## src/rtl/core/i2cm_pkg.sv

```systemverilog
// i2cm_pkg: shared types and codes of the i2c master byte engine
// no dependencies; used by i2cm_step and i2c_master_byte_engine_top
package i2cm_pkg;

  localparam int unsigned PHASE_W = 5;
  localparam int unsigned CMD_W   = 3;
  localparam int unsigned BITC_W  = 4;
  localparam int unsigned BYTE_W  = 8;
  localparam int unsigned CFG_IDX_W = 1;

  // configuration register indexes
  localparam logic [CFG_IDX_W-1:0] REG_SHORT_WAIT = 1'b0;
  localparam logic [CFG_IDX_W-1:0] REG_LONG_WAIT  = 1'b1;

  localparam logic [BYTE_W-1:0] SHORT_WAIT_RST = 8'd6;
  localparam logic [BYTE_W-1:0] LONG_WAIT_RST  = 8'd12;
  localparam logic [BYTE_W-1:0] MSB_MASK       = 8'h80;
  localparam logic [BITC_W-1:0] BITS_PER_BYTE  = 4'd8;

  // item kinds
  localparam logic [CMD_W-1:0] KIND_TICK      = 3'd0;
  localparam logic [CMD_W-1:0] KIND_START     = 3'd1;
  localparam logic [CMD_W-1:0] KIND_WRITE     = 3'd2;
  localparam logic [CMD_W-1:0] KIND_READ_ACK  = 3'd3;
  localparam logic [CMD_W-1:0] KIND_READ_NAK  = 3'd4;
  localparam logic [CMD_W-1:0] KIND_STOP      = 3'd5;

  // bus sequence phases
  localparam logic [PHASE_W-1:0] PH_IDLE   = 5'd0;
  localparam logic [PHASE_W-1:0] PH_S_PRE  = 5'd1;
  localparam logic [PHASE_W-1:0] PH_S_HIGH = 5'd2;
  localparam logic [PHASE_W-1:0] PH_S_FALL = 5'd3;
  localparam logic [PHASE_W-1:0] PH_S_CLK0 = 5'd4;
  localparam logic [PHASE_W-1:0] PH_W_DATA = 5'd5;
  localparam logic [PHASE_W-1:0] PH_W_CLK  = 5'd6;
  localparam logic [PHASE_W-1:0] PH_W_REL  = 5'd7;
  localparam logic [PHASE_W-1:0] PH_W_ACKH = 5'd8;
  localparam logic [PHASE_W-1:0] PH_W_SAMP = 5'd9;
  localparam logic [PHASE_W-1:0] PH_W_END  = 5'd10;
  localparam logic [PHASE_W-1:0] PH_R_HIGH = 5'd11;
  localparam logic [PHASE_W-1:0] PH_R_SAMP = 5'd12;
  localparam logic [PHASE_W-1:0] PH_R_LOW  = 5'd13;
  localparam logic [PHASE_W-1:0] PH_R_ACK  = 5'd14;
  localparam logic [PHASE_W-1:0] PH_R_ACKH = 5'd15;
  localparam logic [PHASE_W-1:0] PH_R_END  = 5'd16;
  localparam logic [PHASE_W-1:0] PH_P_PRE  = 5'd17;
  localparam logic [PHASE_W-1:0] PH_P_LOW  = 5'd18;
  localparam logic [PHASE_W-1:0] PH_P_REL  = 5'd19;
  localparam logic [PHASE_W-1:0] PH_P_END  = 5'd20;

  typedef struct packed {
    logic [PHASE_W-1:0] phase;
    logic [CMD_W-1:0]   cmd;
    logic [BITC_W-1:0]  bitc;
    logic [BYTE_W-1:0]  shift;
    logic [BYTE_W-1:0]  waitc;
    logic               scl;
    logic               sda;
    logic               ack;
    logic [BYTE_W-1:0]  read_hold;
  } eng_state_t;

  typedef struct packed {
    logic               scl_level;
    logic               sda_level;
    logic               busy_res;
    logic               done_res;
    logic               no_ack;
    logic [BYTE_W-1:0]  read_byte;
    logic               rejected;
  } eng_res_t;

endpackage

```

## src/rtl/core/i2cm_step.sv

```systemverilog
// i2cm_step: next-state and result logic of the byte engine for one item
// depends on i2cm_pkg
module i2cm_step (
  input  i2cm_pkg::eng_state_t          cur,
  input  logic [i2cm_pkg::CMD_W-1:0]    kind,
  input  logic [i2cm_pkg::BYTE_W-1:0]   data,
  input  logic                          sda_in,
  input  logic [i2cm_pkg::BYTE_W-1:0]   short_wait,
  input  logic [i2cm_pkg::BYTE_W-1:0]   long_wait,
  output i2cm_pkg::eng_state_t          nxt,
  output i2cm_pkg::eng_res_t            res
);
  import i2cm_pkg::*;

  logic                 is_cmd;
  logic                 run;
  logic                 ends;
  logic                 rej;
  logic [PHASE_W-1:0]   tgt;
  logic [BYTE_W-1:0]    sw_eff;
  logic [BYTE_W-1:0]    lw_eff;

  // a zero wait counts as one tick
  assign sw_eff = (short_wait == '0) ? 8'd1 : short_wait;
  assign lw_eff = (long_wait == '0) ? 8'd1 : long_wait;

  assign is_cmd = (kind >= KIND_START) && (kind <= KIND_STOP);

  always_comb begin
    nxt  = cur;
    run  = 1'b0;
    ends = 1'b0;
    rej  = 1'b0;
    tgt  = PH_IDLE;

    if (is_cmd) begin
      if (cur.phase != PH_IDLE) begin
        rej = 1'b1;
      end else begin
        run      = 1'b1;
        nxt.cmd  = kind;
        nxt.bitc = '0;
        unique case (kind)
          KIND_START: begin
            nxt.shift = data;
            tgt       = PH_S_PRE;
          end
          KIND_WRITE: begin
            nxt.shift = data;
            tgt       = PH_W_DATA;
          end
          KIND_READ_ACK, KIND_READ_NAK: begin
            nxt.shift = '0;
            tgt       = PH_R_HIGH;
          end
          default: begin
            tgt = PH_P_PRE;
          end
        endcase
      end
    end else if (cur.phase != PH_IDLE) begin
      if (cur.waitc > 8'd1) begin
        nxt.waitc = cur.waitc - 8'd1;
      end else begin
        run = 1'b1;
        unique case (cur.phase)
          PH_W_CLK: tgt = (cur.bitc < BITS_PER_BYTE) ? PH_W_DATA : PH_W_REL;
          PH_R_LOW: tgt = (cur.bitc < BITS_PER_BYTE) ? PH_R_HIGH : PH_R_ACK;
          PH_R_END: tgt = PH_P_LOW;
          default:  tgt = cur.phase + 5'd1;
        endcase
      end
    end

    if (run) begin
      nxt.phase = tgt;
      unique case (tgt)
        PH_S_PRE: nxt.waitc = lw_eff;
        PH_S_HIGH: begin
          nxt.sda   = 1'b1;
          nxt.scl   = 1'b1;
          nxt.waitc = lw_eff;
        end
        PH_S_FALL: begin
          nxt.sda   = 1'b0;
          nxt.waitc = lw_eff;
        end
        PH_S_CLK0: begin
          nxt.scl   = 1'b0;
          nxt.bitc  = '0;
          nxt.waitc = lw_eff;
        end
        PH_W_DATA: begin
          nxt.scl   = 1'b0;
          nxt.sda   = |(nxt.shift & MSB_MASK);
          nxt.shift = {nxt.shift[BYTE_W-2:0], 1'b0};
          nxt.waitc = sw_eff;
        end
        PH_W_CLK: begin
          nxt.scl   = 1'b1;
          nxt.bitc  = nxt.bitc + 4'd1;
          nxt.waitc = sw_eff;
        end
        PH_W_REL: begin
          nxt.scl   = 1'b0;
          nxt.sda   = 1'b1;
          nxt.waitc = lw_eff;
        end
        PH_W_ACKH: begin
          nxt.scl   = 1'b1;
          nxt.waitc = sw_eff;
        end
        PH_W_SAMP: begin
          nxt.ack   = sda_in;
          nxt.waitc = lw_eff;
        end
        PH_W_END: begin
          nxt.scl = 1'b0;
          ends    = 1'b1;
        end
        PH_R_HIGH: begin
          nxt.sda   = 1'b1;
          nxt.scl   = 1'b1;
          nxt.waitc = sw_eff;
        end
        PH_R_SAMP: begin
          nxt.shift = {nxt.shift[BYTE_W-2:0], sda_in};
          nxt.waitc = sw_eff;
        end
        PH_R_LOW: begin
          nxt.scl   = 1'b0;
          nxt.bitc  = nxt.bitc + 4'd1;
          nxt.waitc = sw_eff;
        end
        PH_R_ACK: begin
          nxt.sda       = (nxt.cmd == KIND_READ_NAK);
          nxt.read_hold = nxt.shift;
          nxt.waitc     = sw_eff;
        end
        PH_R_ACKH: begin
          nxt.scl   = 1'b1;
          nxt.waitc = lw_eff;
        end
        PH_R_END: begin
          nxt.scl = 1'b0;
          // read with nak carries on into the stop
          if (nxt.cmd != KIND_READ_NAK) begin
            ends = 1'b1;
          end else begin
            nxt.waitc = lw_eff;
          end
        end
        PH_P_PRE: nxt.waitc = lw_eff;
        PH_P_LOW: begin
          nxt.sda   = 1'b0;
          nxt.scl   = 1'b1;
          nxt.waitc = lw_eff;
        end
        PH_P_REL: begin
          nxt.sda   = 1'b1;
          nxt.waitc = lw_eff;
        end
        default: ends = 1'b1;
      endcase
      if (ends) begin
        nxt.phase = PH_IDLE;
        nxt.waitc = '0;
      end
    end
  end

  always_comb begin
    res.scl_level = nxt.scl;
    res.sda_level = nxt.sda;
    res.busy_res  = (nxt.phase != PH_IDLE);
    res.done_res  = ends;
    res.no_ack    = nxt.ack;
    res.read_byte = nxt.read_hold;
    res.rejected  = rej;
  end

endmodule

```

## src/rtl/core/i2c_master_byte_engine_top.sv

```systemverilog
// i2c_master_byte_engine_top: i2c master sequencer, state and result registers
// depends on i2cm_pkg and i2cm_step
//
// usage:
//   input channel (in_valid/in_ready): one item per transaction, either a tick
//   (kind 0, or the unused kinds 6 and 7) or a command (start+address, write,
//   read ack, read nak+stop, stop). a command is taken only while idle; a
//   command that arrives while busy is dropped and flagged as rejected.
//   a tick counts down the wait while busy, then advances one timing step.
//   result channel (out_valid/out_ready): exactly one result per input item,
//   carrying pin levels, busy, done, missing acknowledge and the last read byte.
//   configuration: cfg_we writes short_wait (index 0) or long_wait (index 1);
//   write only while the engine is idle.
//   the result is registered, appearing in the cycle after the input item.
//   throughput: one item per cycle while results are taken; the whole step is
//   one pass of logic between the state register and the result register.
//   a stalled receiver holds the result register; a new item is taken in the
//   same cycle the held result leaves, so back-to-back flow is kept.
//   reset: pins released high, engine idle, waits back to 6 and 12 ticks,
//   no result pending.
module i2c_master_byte_engine_top (
  input  logic                              clk,
  input  logic                              rst_n,
  input  logic                              in_valid,
  output logic                              in_ready,
  input  logic [i2cm_pkg::CMD_W-1:0]        in_kind,
  input  logic [i2cm_pkg::BYTE_W-1:0]       in_data,
  input  logic                              in_sda_in,
  output logic                              out_valid,
  input  logic                              out_ready,
  output logic                              out_scl_level,
  output logic                              out_sda_level,
  output logic                              out_busy_res,
  output logic                              out_done_res,
  output logic                              out_no_ack,
  output logic [i2cm_pkg::BYTE_W-1:0]       out_read_byte,
  output logic                              out_rejected,
  input  logic                              cfg_we,
  input  logic [i2cm_pkg::CFG_IDX_W-1:0]    cfg_index,
  input  logic [i2cm_pkg::BYTE_W-1:0]       cfg_wdata
);
  import i2cm_pkg::*;

  eng_state_t          state_r;
  eng_state_t          state_nxt;
  eng_res_t            res_r;
  eng_res_t            res_nxt;
  logic                out_valid_r;
  logic [BYTE_W-1:0]   short_wait_r;
  logic [BYTE_W-1:0]   long_wait_r;
  logic                in_fire;

  assign in_ready = !out_valid_r || out_ready;
  assign in_fire  = in_valid && in_ready;

  i2cm_step u_step (
    .cur        (state_r),
    .kind       (in_kind),
    .data       (in_data),
    .sda_in     (in_sda_in),
    .short_wait (short_wait_r),
    .long_wait  (long_wait_r),
    .nxt        (state_nxt),
    .res        (res_nxt)
  );

  always_ff @(posedge clk) begin
    if (!rst_n) begin
      short_wait_r <= SHORT_WAIT_RST;
      long_wait_r  <= LONG_WAIT_RST;
    end else if (cfg_we) begin
      unique case (cfg_index)
        REG_SHORT_WAIT: short_wait_r <= cfg_wdata;
        REG_LONG_WAIT:  long_wait_r  <= cfg_wdata;
        default: ;
      endcase
    end
  end

  always_ff @(posedge clk) begin
    if (!rst_n) begin
      state_r.phase     <= PH_IDLE;
      state_r.cmd       <= KIND_TICK;
      state_r.bitc      <= '0;
      state_r.shift     <= '0;
      state_r.waitc     <= '0;
      state_r.scl       <= 1'b1;
      state_r.sda       <= 1'b1;
      state_r.ack       <= 1'b0;
      state_r.read_hold <= '0;
      out_valid_r       <= 1'b0;
    end else if (in_fire) begin
      state_r     <= state_nxt;
      out_valid_r <= 1'b1;
    end else if (out_ready) begin
      out_valid_r <= 1'b0;
    end
  end

  // result payload, loaded with each input transaction
  always_ff @(posedge clk) begin
    if (in_fire) begin
      res_r <= res_nxt;
    end
  end

  assign out_valid     = out_valid_r;
  assign out_scl_level = res_r.scl_level;
  assign out_sda_level = res_r.sda_level;
  assign out_busy_res  = res_r.busy_res;
  assign out_done_res  = res_r.done_res;
  assign out_no_ack    = res_r.no_ack;
  assign out_read_byte = res_r.read_byte;
  assign out_rejected  = res_r.rejected;

`ifndef SYNTHESIS
  a_busy_tracks_phase: assert property (@(posedge clk) disable iff (!rst_n)
    in_fire |=> (out_busy_res == (state_r.phase != PH_IDLE)))
    else $error("busy result disagrees with engine phase");

  a_done_not_busy: assert property (@(posedge clk) disable iff (!rst_n)
    out_valid_r |-> !(out_done_res && out_busy_res))
    else $error("result is both done and busy");

  a_reject_not_done: assert property (@(posedge clk) disable iff (!rst_n)
    (out_valid_r && out_rejected) |-> (out_busy_res && !out_done_res))
    else $error("rejected command changed the sequence");

  a_idle_wait_clear: assert property (@(posedge clk) disable iff (!rst_n)
    (state_r.phase == PH_IDLE) |-> (state_r.waitc == '0))
    else $error("wait counter running while idle");
`endif

endmodule
```

## config.mk

```make
export PLATFORM = sky130hd
export DESIGN_NAME = i2c_master_byte_engine_top
export DESIGN_NICKNAME = d
export VERILOG_FILES = /design/src/rtl/core/i2cm_pkg.sv /design/src/rtl/core/i2cm_step.sv /design/src/rtl/core/i2c_master_byte_engine_top.sv
export SDC_FILE = /design/constraint.sdc
export NUM_CORES = 1
export LEC_CHECK = 0
export ABC_AREA = 1
export BUFFER_PORTS_ARGS = -buffer_cell sky130_fd_sc_hd__buf_2
export CAP_MARGIN = 20
export CORE_AREA = 2 2 107 83
export CTS_CLUSTER_SIZE = 28
export DETAILED_ROUTE_END_ITERATION = 8
export DIE_AREA = 0 0 109 85
export PLACE_DENSITY = 0.75
export SYNTH_ARGS = -nofsm -noshare
export SYNTH_HDL_FRONTEND = slang
export SYNTH_SLANG_ARGS = --single-unit
```

## constraint.sdc

```tcl
create_clock -name clk -period 2.53 [get_ports clk]
set_input_delay 0.1265 -clock clk [delete_from_list [all_inputs] [get_ports clk]]
set_output_delay 0.1265 -clock clk [all_outputs]
set_load 0.005 [all_outputs]
```

* Word level (Yosys, flattened, before mapping)
Cells that the tools add are included. W data, S select, Z words.
Word-level totals: register bits 70, bits of input ports 26, output and inout port bits 16, word-level logic and storage cells 114
Operators by class: add/sub/neg operators 3, $lt $le $gt $ge 4, equality and inequality tests 28, muxes and demuxes 38, bitwise gates (word level) 1, reductions and logical operators 21
Operators with widths (count):
- $mux W8 | 8
- $eq A5 B4 Y1 const B | 9
- $pmux W8 S2 | 2
- $mux W31 | 1
- $mux W15 | 2
- $mux W5 | 6
- $pmux W5 S3 | 2
- $eq A5 B3 Y1 const B | 5
- $eq A5 B5 Y1 const B | 5
- $pmux W8 S3 | 1
- $reduce_or A17 Y1 | 1
- $logic_not A8 Y1 | 2
- $reduce_or A6 Y1 | 2
- $eq A5 B2 Y1 const B | 2
- $mux W1 | 10
- $reduce_bool A5 Y1 | 2
- $reduce_or A10 Y1 | 1
- $gt A8 B1 Y1 const B | 1
- $pmux W4 S2 | 1
- $reduce_or A2 Y1 | 4
- $sub A8 B1 Y8 const B | 1
- $reduce_or A7 Y1 | 1
- $eq A3 B2 Y1 const B | 2
- $eq A3 B3 Y1 const B | 2
- 19 further kinds | 22

* Longest topological paths before layout
depth after elaboration 13, mapped depth 21, depth with buffers taken out 21

* Modules after synthesis
From an unflattened synthesis, not the netlist that was laid out.
Second synthesis, totals: cells, all modules 726, area total of the unflattened synthesis 4828.4 um^2
By module, submodules not included:
- i2c_master_byte_engine_top | times used 1, cells an instance 342, area each 2826.5 um^2, seq. area each 1541.5 um^2
- i2cm_step | times used 1, cells an instance 384, area each 2001.9 um^2, seq. area each 0.0 um^2

* Worst setup path before layout
OpenSTA, ideal clock, no wires.
path type register -> register, from register state_r[34] (netlist name), to register res_r, in the netlist out_busy_res, data pin, setup time 0.254 ns, arrival time 2.201 ns, data required time 2.276 ns, path slack 0.075 ns, cell stages (with the launch flop) 19, buffers on the path 0, clock period less this slack 2.455 ns, path through dfxtp_1 -> inv_1 -> ha_1 -> nand3_4 -> nand2_4 -> nor2_8 -> nand2_2 -> nor2_2 -> nor2_4 -> nand3_2 -> nand2_1 -> nand2_1 -> nand3_1 -> nor2_4 -> nand2_2 -> nand3_2 -> nand2_1 -> nor2_1 -> nand2_1
RTL lines:
- start: declaration | RTL line i2c_master_byte_engine_top.sv:44 | eng_state_t state_r;
- start signal: assignment | RTL line i2c_master_byte_engine_top.sv:93 | state_r <= state_nxt;
- end signal: assignment | RTL line i2c_master_byte_engine_top.sv:103 | res_r <= res_nxt;
- end: declaration | RTL line i2c_master_byte_engine_top.sv:46 | eng_res_t res_r;

==> results_dict.tcl <==
set metrics [dict create \
    h-tree-depth 3 \
    avgSynthCellArea_sq_um 6.65 \
    layout_commonest_cell "nand2_1" \
    setup_ws_ps -72.7 \
    grt_busiest_layer "met2" \
    hpwl_microns 8790 \
    status "complete, but fails checks" \
    grtUsageMet2_pct 43.8 \
    n_fill_cell 609 \
    die_x_microns 109 \
    finalSetupViolations 4 \
    netlist_area_sq_um 4320 \
    syn_nets 682 \
    gr-usage-met3_pct 5.76 \
    worst_ep_required_time_ps 2680 \
    numClockSinks 70 \
    leakage_nw 2.84 \
    critical_path.endpoint_type "register" \
    yosys_warnings 0 \
    max_cap_viol_count 0 \
    maxSlewHeadroom_pct 63.3 \
    synth-seq-cells 70 \
    grt_pass1_wl_microns 20100 \
    use_met1_pct 36.6 \
    max-clock-path-buffers 2 \
    port_buffers 41 \
    drive_above_1_share_pct 33.7 \
    fmax_ghz 0.384 \
    grt_pass1_vias 4347 \
    drt_iter0_drc 310 \
    gr-total-overflow 0 \
    die_area_sq_um 9270 \
    drc 0 \
    place_ws_ps -177 \
    tightest_slew_ps 548 \
    via_count 4707 \
    rows 29 \
    hp-class "in2reg" \
    finalMaxSlewViolations 0 \
    cts_root_buf "clkbuf_8" \
    routed_wl_microns 13000 \
    antenna_found_initial 0 \
    worstPathMaxFanout 8 \
    fin_skew_ps 15.5 \
    cts_made_buffers 9 \
    mostFrequentLayoutCells "117 x nand2_1, 80 x inv_1, 71 x buf_4" \
    multi_input_area_sq_um 2730 \
    gp_congestion 0.942 \
    violations "negative setup slack" \
    final.min_clock_period_ps 2600 \
    fin_setup_tns_ps -165 \
    final-hold-violation-count 0 \
    critPathKind "reg2reg" \
    num-nets-final 803 \
    start_util_pct 52.4 \
    cts_tree "built" \
    ant_nets 0 \
    grt_usage_pct 27.8 \
    pin_count 42 \
    p_per_area_nw_per_um2 680 \
    rsz0062_at_grt "true" \
    grt_max_degree 44 \
    syn-instance-count 649 \
    core_area_sq_um 8240 \
    start_kind "register" \
    fin_crit_sh_pct 103 \
    seq_area_sq_um 1560 \
    drtPass1Iterations 5 \
    hold_slack_ps 22.9 \
    vias_per_cell 5.33 \
    die_h_microns 85 \
    ir_drop_v 0.000480 \
    syn_to_final_growth_pct 37.8 \
    ys_types 39 \
    clk_pin_slew_worst_paths_ps 100 \
    wl_per_cell_microns 14.7 \
    yosysSeqAreaShare_pct 35.7 \
    cp_data_arrival_time_ps 2750 \
    insertion_delay_ps 380 \
    diodes 0 \
]
critical path, stage by stage, from the launching register on:
cell and delay [ps]:
dfxtp_4 390, inv_4 80, ha_4 140, nand2_1 100, nor2_4 130, nand2_1 90, nand3_1 150, nand3_4 120
nand2_4 170, nor2_4 70, inv_2 100, nor2_4 60, nor2_2 160, nand2_2 90, nor2_4 140, nand2_4 100
nand3_2 90, nand2_1 60, nor2_1 80, nand2_1 50
area by class of cell:
type                       instances  share of cell area (%)
timing repair buffer             126                    15.3
inverter                         101                    6.62
sequential                        70                    26.2
clock inverter                     6                    1.26
clock buffer                      10                    2.50
multi-input combinational        462                    45.8
tap                              108                    2.27
repair_timing:
item,4_1_cts,5_1_grt
pin swaps,20,40
hold endpoints to repair,8,0
setup buffers,9,10
hold buffers,7,0
gates resized for setup,49,78
endpoints found under the setup margin,21,29
metal layers:
| layer | part of all wire, % | routed length [microns] | vias to the layer above |
|---|---|---|---|
| li1 | - | - | 2335 |
| met1 | 44 | 5690 | 2126 |
| met2 | 46 | 5930 | 202 |
| met3 | 6.9 | 893 | 44 |
| met4 | 3.5 | 454 | 0 |
| met5 | 0 | 0 | - |
through the flow:
step / util (%) / area, sq um / total power, W / std cells
after floorplan: - / 4320 / 0.00215 / 649
after global placement: 61.2 / 5040 / 0.00264 / 841
after detailed placement: 61.2 / 5040 / 0.00267 / 841
after CTS: 67.4 / 5550 / 0.00382 / 873
after global routing: 72.3 / 5950 / 0.00426 / 883
final: 72.3 / 5950 / 0.00405 / 883
where the power goes:
group          switching (W)  internal [W]
Sequential         0.0000759       0.00126
Combinational        0.00100      0.000663
Clock               0.000511      0.000531
Total                0.00159       0.00245
cell usage after synthesis:
master | number | share of area (%)
o211ai_1 | 4 | 0.70
nor3_1 | 7 | 0.81
o21ai_2 | 1 | 0.20
nand2_2 | 8 | 1.2
nand2_4 | 3 | 0.78
a21o_1 | 1 | 0.17
a31oi_1 | 3 | 0.43
buf_4 | 1 | 0.17
nor3_2 | 1 | 0.23
o21bai_4 | 1 | 0.43
nor2_1 | 88 | 7.7
nand2_1 | 136 | 12
or4_1 | 1 | 0.17
inv_1 | 88 | 7.7
a21oi_1 | 46 | 5.3
o21ai_0 | 58 | 6.7
nand3b_1 | 3 | 0.52
nor4_1 | 2 | 0.29
clkbuf_1 | 12 | 1.0
inv_2 | 11 | 0.96
o21ai_1 | 10 | 1.2
clkinv_1 | 2 | 0.17
o22ai_1 | 2 | 0.29
nor2_2 | 9 | 1.3
dfxtp_1 | 56 | 26
buf_2 | 2 | 0.23
xnor2_1 | 1 | 0.20
buf_6 | 1 | 0.26
xor2_1 | 7 | 1.4
a21oi_2 | 1 | 0.20
nand3_2 | 6 | 1.4
nand3_4 | 1 | 0.41
nand4_1 | 10 | 1.4
edfxtp_1 | 14 | 9.7
nor2_8 | 2 | 0.93
nand3_1 | 38 | 4.4
o2111ai_1 | 2 | 0.41
nor2_4 | 3 | 0.78
ha_1 | 7 | 2.0
sequential cells by signal, indices dropped and copies added, names as in the netlist:
name and count:
long_wait_r 8, out_busy_res 1, out_done_res 1, out_no_ack 1, out_read_byte 8, out_rejected 1
out_scl_level 1, out_sda_level 1, out_valid 1, short_wait_r 8, state_r 39
logic make-up (layout without fill, tap and decap cells):
logic type,Yosys count,in the layout,share of synthesized area [%]
and+or+nand+nor,318,318,34.1
AOI/OAI and AO/OA,129,129,16.1
adders and majority gates,7,7,2.03
buffers and inverters,117,243,10.5
DFF,70,70,35.7
xor gates and xnor gates,8,8,1.62
path summary, 6_finish.rpt:
kind / startpoint / end / slack, ps / cells after the start
hold reg to reg: state_r[25] / state_r[25] / 470 / 2
hold / removal: cfg_wdata[5] / short_wait_r[5] / 20 / 3
setup reg to reg: state_r[35] / out_busy_res / -70 / 19
setup / recovery: state_r[35] / out_busy_res / -70 / 19
Note: power is estimated with default switching activity, not from simulation.
